==> src/design/abte_pkg.sv <==
// ----------------------------------------------------------------------------
// abte_pkg
// Shared widths, codes and controller/datapath interface types.
// ----------------------------------------------------------------------------
package abte_pkg;

    localparam int KEY_W          = 32;
    localparam int REQ_W          = 2;
    localparam int STAT_W         = 2;
    localparam int SLOT_W         = 7;
    localparam int TREE_SLOTS_DEF = 127;

    localparam logic [REQ_W-1:0] OP_INSERT = 2'd0;
    localparam logic [REQ_W-1:0] OP_SEARCH = 2'd1;
    localparam logic [REQ_W-1:0] OP_DELETE = 2'd2;

    typedef enum logic [STAT_W-1:0] {
        STAT_DONE = 2'd0,
        STAT_DUP  = 2'd1,
        STAT_FULL = 2'd2,
        STAT_MISS = 2'd3
    } status_t;

    typedef enum logic [1:0] {
        SEL_ZERO,
        SEL_CUR,
        SEL_FOUND
    } res_sel_t;

    typedef enum logic [3:0] {
        S_CLEAR,
        S_IDLE,
        S_FIND_RD,
        S_FIND_CHK,
        S_DEL_L_RD,
        S_DEL_L_CHK,
        S_DEL_R_RD,
        S_DEL_R_CHK,
        S_WALK_RD,
        S_WALK_CHK,
        S_MOVE,
        S_LEAF,
        S_RESP
    } state_t;

    // controller -> datapath
    typedef struct packed {
        logic     clr_step;
        logic     load_req;
        logic     rd_cur;
        logic     rd_left;
        logic     rd_right;
        logic     rd_probe;
        logic     descend;
        logic     take_left;
        logic     take_right;
        logic     take_probe;
        logic     mark_found;
        logic     wr_insert;
        logic     move;
        logic     clear_leaf;
        logic     set_res;
        status_t  res_status;
        res_sel_t res_sel;
        logic     out_load;
    } cmd_t;

    // datapath -> controller
    typedef struct packed {
        logic [REQ_W-1:0] op;
        logic             cur_in_range;
        logic             left_in_range;
        logic             right_in_range;
        logic             probe_in_range;
        logic             hit_valid;
        logic             key_eq;
        logic             clr_last;
        logic             out_free;
    } stat_t;

endpackage

==> src/design/abte_ctrl.sv <==
// ----------------------------------------------------------------------------
// abte_ctrl
// Sequencer for clear pass, tree descent, delete fix-up and result handoff.
// ----------------------------------------------------------------------------
module abte_ctrl (
    input  logic           clk,
    input  logic           rst_n,
    input  logic           in_valid,
    input  abte_pkg::stat_t stat,
    output logic           in_ready,
    output abte_pkg::cmd_t cmd
);

    abte_pkg::state_t state_reg, state_next;

    logic op_known;
    assign op_known = (stat.op == abte_pkg::OP_INSERT) || (stat.op == abte_pkg::OP_SEARCH) ||
                      (stat.op == abte_pkg::OP_DELETE);

    always_ff @(posedge clk or negedge rst_n)
    begin
        if (!rst_n)
        begin
            state_reg <= abte_pkg::S_CLEAR;
        end
        else
        begin
            state_reg <= state_next;
        end
    end

    // next state
    always_comb
    begin
        state_next = state_reg;
        unique case (state_reg)
            abte_pkg::S_CLEAR:
            begin
                if (stat.clr_last)
                begin
                    state_next = abte_pkg::S_IDLE;
                end
            end
            abte_pkg::S_IDLE:
            begin
                if (in_valid)
                begin
                    state_next = abte_pkg::S_FIND_RD;
                end
            end
            abte_pkg::S_FIND_RD:
            begin
                if (!op_known || !stat.cur_in_range)
                begin
                    state_next = abte_pkg::S_RESP;
                end
                else
                begin
                    state_next = abte_pkg::S_FIND_CHK;
                end
            end
            abte_pkg::S_FIND_CHK:
            begin
                priority if (!stat.hit_valid)
                begin
                    state_next = abte_pkg::S_RESP;
                end
                else if (stat.key_eq)
                begin
                    state_next = (stat.op == abte_pkg::OP_DELETE) ? abte_pkg::S_DEL_L_RD
                                                                  : abte_pkg::S_RESP;
                end
                else
                begin
                    state_next = abte_pkg::S_FIND_RD;
                end
            end
            abte_pkg::S_DEL_L_RD:
            begin
                state_next = stat.left_in_range ? abte_pkg::S_DEL_L_CHK : abte_pkg::S_DEL_R_RD;
            end
            abte_pkg::S_DEL_L_CHK:
            begin
                state_next = stat.hit_valid ? abte_pkg::S_WALK_RD : abte_pkg::S_DEL_R_RD;
            end
            abte_pkg::S_DEL_R_RD:
            begin
                state_next = stat.right_in_range ? abte_pkg::S_DEL_R_CHK : abte_pkg::S_LEAF;
            end
            abte_pkg::S_DEL_R_CHK:
            begin
                state_next = stat.hit_valid ? abte_pkg::S_WALK_RD : abte_pkg::S_LEAF;
            end
            abte_pkg::S_WALK_RD:
            begin
                state_next = stat.probe_in_range ? abte_pkg::S_WALK_CHK : abte_pkg::S_MOVE;
            end
            abte_pkg::S_WALK_CHK:
            begin
                state_next = stat.hit_valid ? abte_pkg::S_WALK_RD : abte_pkg::S_MOVE;
            end
            abte_pkg::S_MOVE:
            begin
                state_next = abte_pkg::S_DEL_L_RD;
            end
            abte_pkg::S_LEAF:
            begin
                state_next = abte_pkg::S_RESP;
            end
            abte_pkg::S_RESP:
            begin
                if (stat.out_free)
                begin
                    state_next = abte_pkg::S_IDLE;
                end
            end
            default:
            begin
                state_next = abte_pkg::S_CLEAR;
            end
        endcase
    end

    // outputs
    always_comb
    begin
        cmd            = '0;
        cmd.res_status = abte_pkg::STAT_MISS;
        cmd.res_sel    = abte_pkg::SEL_ZERO;
        in_ready       = 1'b0;
        unique case (state_reg)
            abte_pkg::S_CLEAR:
            begin
                cmd.clr_step = 1'b1;
            end
            abte_pkg::S_IDLE:
            begin
                in_ready     = 1'b1;
                cmd.load_req = in_valid;
            end
            abte_pkg::S_FIND_RD:
            begin
                priority if (!op_known)
                begin
                    cmd.set_res = 1'b1;
                end
                else if (!stat.cur_in_range)
                begin
                    cmd.set_res    = 1'b1;
                    cmd.res_status = (stat.op == abte_pkg::OP_INSERT) ? abte_pkg::STAT_FULL
                                                                      : abte_pkg::STAT_MISS;
                end
                else
                begin
                    cmd.rd_cur = 1'b1;
                end
            end
            abte_pkg::S_FIND_CHK:
            begin
                priority if (!stat.hit_valid)
                begin
                    cmd.set_res = 1'b1;
                    if (stat.op == abte_pkg::OP_INSERT)
                    begin
                        cmd.wr_insert  = 1'b1;
                        cmd.res_status = abte_pkg::STAT_DONE;
                        cmd.res_sel    = abte_pkg::SEL_CUR;
                    end
                end
                else if (stat.key_eq)
                begin
                    unique case (stat.op)
                        abte_pkg::OP_INSERT:
                        begin
                            cmd.set_res    = 1'b1;
                            cmd.res_status = abte_pkg::STAT_DUP;
                        end
                        abte_pkg::OP_SEARCH:
                        begin
                            cmd.set_res    = 1'b1;
                            cmd.res_status = abte_pkg::STAT_DONE;
                            cmd.res_sel    = abte_pkg::SEL_CUR;
                        end
                        default:
                        begin
                            cmd.mark_found = 1'b1;
                        end
                    endcase
                end
                else
                begin
                    cmd.descend = 1'b1;
                end
            end
            abte_pkg::S_DEL_L_RD:
            begin
                cmd.rd_left = stat.left_in_range;
            end
            abte_pkg::S_DEL_L_CHK:
            begin
                cmd.take_left = stat.hit_valid;
            end
            abte_pkg::S_DEL_R_RD:
            begin
                cmd.rd_right = stat.right_in_range;
            end
            abte_pkg::S_DEL_R_CHK:
            begin
                cmd.take_right = stat.hit_valid;
            end
            abte_pkg::S_WALK_RD:
            begin
                cmd.rd_probe = stat.probe_in_range;
            end
            abte_pkg::S_WALK_CHK:
            begin
                cmd.take_probe = stat.hit_valid;
            end
            abte_pkg::S_MOVE:
            begin
                cmd.move = 1'b1;
            end
            abte_pkg::S_LEAF:
            begin
                cmd.clear_leaf = 1'b1;
                cmd.set_res    = 1'b1;
                cmd.res_status = abte_pkg::STAT_DONE;
                cmd.res_sel    = abte_pkg::SEL_FOUND;
            end
            abte_pkg::S_RESP:
            begin
                cmd.out_load = stat.out_free;
            end
            default:
            begin
                cmd = '0;
            end
        endcase
    end

endmodule

==> config.mk <==
export PLATFORM = sky130hd
export DESIGN_NAME = abte_ctrl
export DESIGN_NICKNAME = d
export VERILOG_FILES = /design/src/design/abte_pkg.sv /design/src/design/abte_ctrl.sv
export SDC_FILE = /design/constraint.sdc
export NUM_CORES = 1
export LEC_CHECK = 0
export BUFFER_PORTS_ARGS = -buffer_cell sky130_fd_sc_hd__buf_2
export CORE_MARGIN = 2
export CORE_UTILIZATION = 45
export DETAILED_ROUTE_END_ITERATION = 8
export GPL_ROUTABILITY_DRIVEN = 0
export PLACE_DENSITY = 0.81
export SLEW_MARGIN = 20
export SYNTH_ARGS = -nofsm -noshare
export SYNTH_HDL_FRONTEND = slang
export SYNTH_SLANG_ARGS = --single-unit
==> constraint.sdc <==
create_clock -name clk -period 2.62 [get_ports clk]
set_clock_uncertainty 0.1 [all_clocks]
set_input_delay 0.262 -clock clk [delete_from_list [all_inputs] [get_ports clk]]
set_output_delay 0.262 -clock clk [all_outputs]
set_load 0.02 [all_outputs]
==> flow_summary.json <==
{
  "numCtsBuffers": 3,
  "rsz0062_at_grt": "no",
  "finalHoldViolCount": 0,
  "power_density_nw_per_um2": 997,
  "io_pins": 34,
  "max_freq_mhz": 473,
  "cts_resized": 0,
  "synth_area_um2": 639,
  "r2r_setup_slack_ps": 890,
  "setup_viol": 0,
  "drive_gt1_frac": 0.306,
  "ant_nets": 0,
  "cts.clk_slew.worst_paths_ps": 40,
  "comb_power_share": 0.630,
  "cts_setup_buffers": 0,
  "synth_most_common_cell": "nor2_1",
  "reg2reg_from": "state_reg[3]",
  "crit_slowest_cell": "dfrtp_1",
  "p_leak_uw": 0.000405,
  "switching_share": 0.552,
  "crit_family": "flip-flops",
  "p_sw_uw": 438,
  "hold_ws_ps": 145,
  "yosysWarnings": 0,
  "drv_cap": 0,
  "area_growth_pct": 24.7,
  "synthTopCellsByArea": "dfrtp_1 (16%), nor2_1 (9.4%), buf_2 (6.3%), nand2_1 (5.9%), nand2b_1 (5.9%)",
  "syn_area_per_cell_um2": 6.59,
  "crit_chain": "nand2_1 > a2111oi_0 > a21oi_1 > buf_2",
  "route.detailed.wl_per_inst_um": 12.7,
  "synth_edf_count": 0,
  "grt_max_degree": 20,
  "drc": 0,
  "fin_nets": 139,
  "gr-total-overflow": 0,
  "largest_register_ffs": 4,
  "vias": 820,
  "synth_common_cells": "nor2_1 (16), nand2_1 (10), buf_2 (8)",
  "diodes": 0,
  "min_to": "state_reg[0]",
  "dp_worst_setup_slack_ps": 792,
  "path_buf_inv": 1,
  "min_path_type": "in -> reg",
  "drt-total-wl_um": 1770,
  "final_cell_area_um2": 797,
  "ir_drop_mv": 0.613,
  "outcome": "completed",
  "ys_ff_latch": 4,
  "port_buffers": 33,
  "cts_root_buf": "clkbuf_4",
  "fin_ws_ps": 507,
  "cp.arrival_ps": 1750,
  "grt_pass1_wl_um": 2700,
  "core_um2": 1320,
  "min_period_ps": 2110,
  "synth_nets": 110,
  "synthCells": 97,
  "h-tree-depth": 1,
  "p_seq_frac": 0.271,
  "synth_top_area_share": 0.157,
  "intPower_uw": 356,
  "slew_violations": 0,
  "r2r-end": "state_reg[3]",
  "min_from": "in_valid",
  "cp-end-kind": "output pin",
  "rows": 13,
  "ys.flop_type": "dfrtp_1",
  "tns_ps": 0,
  "cp-start-kind": "register",
  "placed_cell_area_um2": 764,
  "viasPerCell": 5.90,
  "critPathMaxFanout": 19,
  "synthDistinctLibCells": 36,
  "synth_area_leader_cell": "dfrtp_1",
  "die_w_um": 41.7,
  "start_util": 0.485,
  "power_uw": 794,
  "clock_latency_ps": 240,
  "finalCritPeriodShare": 0.806,
  "drt_iter0_markers": 37,
  "dieArea_um2": 1740,
  "track_usage": 0.198,
  "async_flop_share": 1.00,
  "p_clk_frac": 0.100,
  "worst_pin_slew_ps": 558,
  "ctsHoldBuffers": 1,
  "nFillCells": 137,
  "first_pass_iters": 4,
  "antenna_found_initial": 0,
  "critPathMaxStageDelay_ps": 680,
  "worst_r2r_path_depth": 4,
  "dp_hpwl_um": 1290,
  "crit_type": "reg -> out",
  "grt_pass1_vias": 661,
  "clockBufferDepth": 2,
  "die_h_um": 41.7,
  "worstPathRequired_ps": 2260,
  "yosysSeqAreaShare": 0.157,
  "min_path_cells": 2,
  "slew_headroom": 0.628,
  "cts_tree": "yes",
  "cts.sinks": 4
}
-- through the flow --
stage | instances | utilization
3_3_place_gp | 135 | 0.580
3_5_place_dp | 135 | 0.580
6_report | 139 | 0.605
2_1_floorplan | 97 | -
5_1_grt | 139 | 0.605
4_1_cts | 139 | 0.605
-- power groups by stage --
stage | clock [uW] | sequential (uW) | combinational (uW)
after floorplan | 0 | 95.2 | 512
after global placement | 0 | 207 | 488
after detailed placement | 0 | 212 | 493
after CTS | 78.0 | 212 | 499
after global routing | 86.0 | 225 | 551
final | 79.2 | 215 | 500
-- how the worst max path moves through the flow --
stage                 startpoint     end  slack, ps  cells after the start
finish              state_reg[1]  cmd[4]        510                      4
CTS                 state_reg[1]  cmd[4]        530                      4
floorplan           state_reg[2]  cmd[8]        810                      4
global route        state_reg[0]  cmd[4]        290                      4
global placement    state_reg[3]  cmd[8]        860                      4
detailed placement  state_reg[1]  cmd[4]        790                      4
-- layout by cell type, fill, tap and decap left out, drive strengths merged, types with 2 or more instances in the layout --
cell / instances
buf: 33
nor2: 17
nand2: 10
nand2b: 6
a21oi: 6
nor2b: 5
nand3: 4
nor4: 4
dfrtp: 4
and3: 3
o22ai: 3
clkbuf: 3
inv: 2
a21o: 2
o21ai: 2
maj3: 2
-- per-layer routing --
layer  track usage  routed length [um]
met5             0                   0
met4         0.123                  15
met3        0.0478                 159
met2         0.309                 890
met1         0.242                 702
-- worst reg2reg max path, cell delays in order, from the launching register on --
cell and delay, ps:
dfrtp_1 660, nor2_1 170, a31oi_1 210, nor2_1 80, or3_1 390
-- final cells by class --
| type | instances | area [um^2] | share of cell area |
|---|---|---|---|
| clock buffers | 3 | 22.5 | 0.0283 |
| inverters | 2 | 7.51 | 0.00942 |
| multi-input cells | 81 | 473 | 0.593 |
| flip-flops and latches | 4 | 100 | 0.126 |
| well taps | 15 | 18.8 | 0.0235 |
| repair buffers | 34 | 175 | 0.220 |
-- cell families (layout without fill, tap and decap cells) --
family / count (synthesis) / count (layout) / share of synthesized area
and+or+nand+nor: 54 / 54 / 0.427
adders and majority gates: 2 / 2 / 0.0333
AOI/OAI and AO/OA: 24 / 24 / 0.264
muxes: 1 / 1 / 0.0157
DFF: 4 / 4 / 0.157
buffers and inverters: 12 / 39 / 0.104
(Power assumes the default switching activity.)
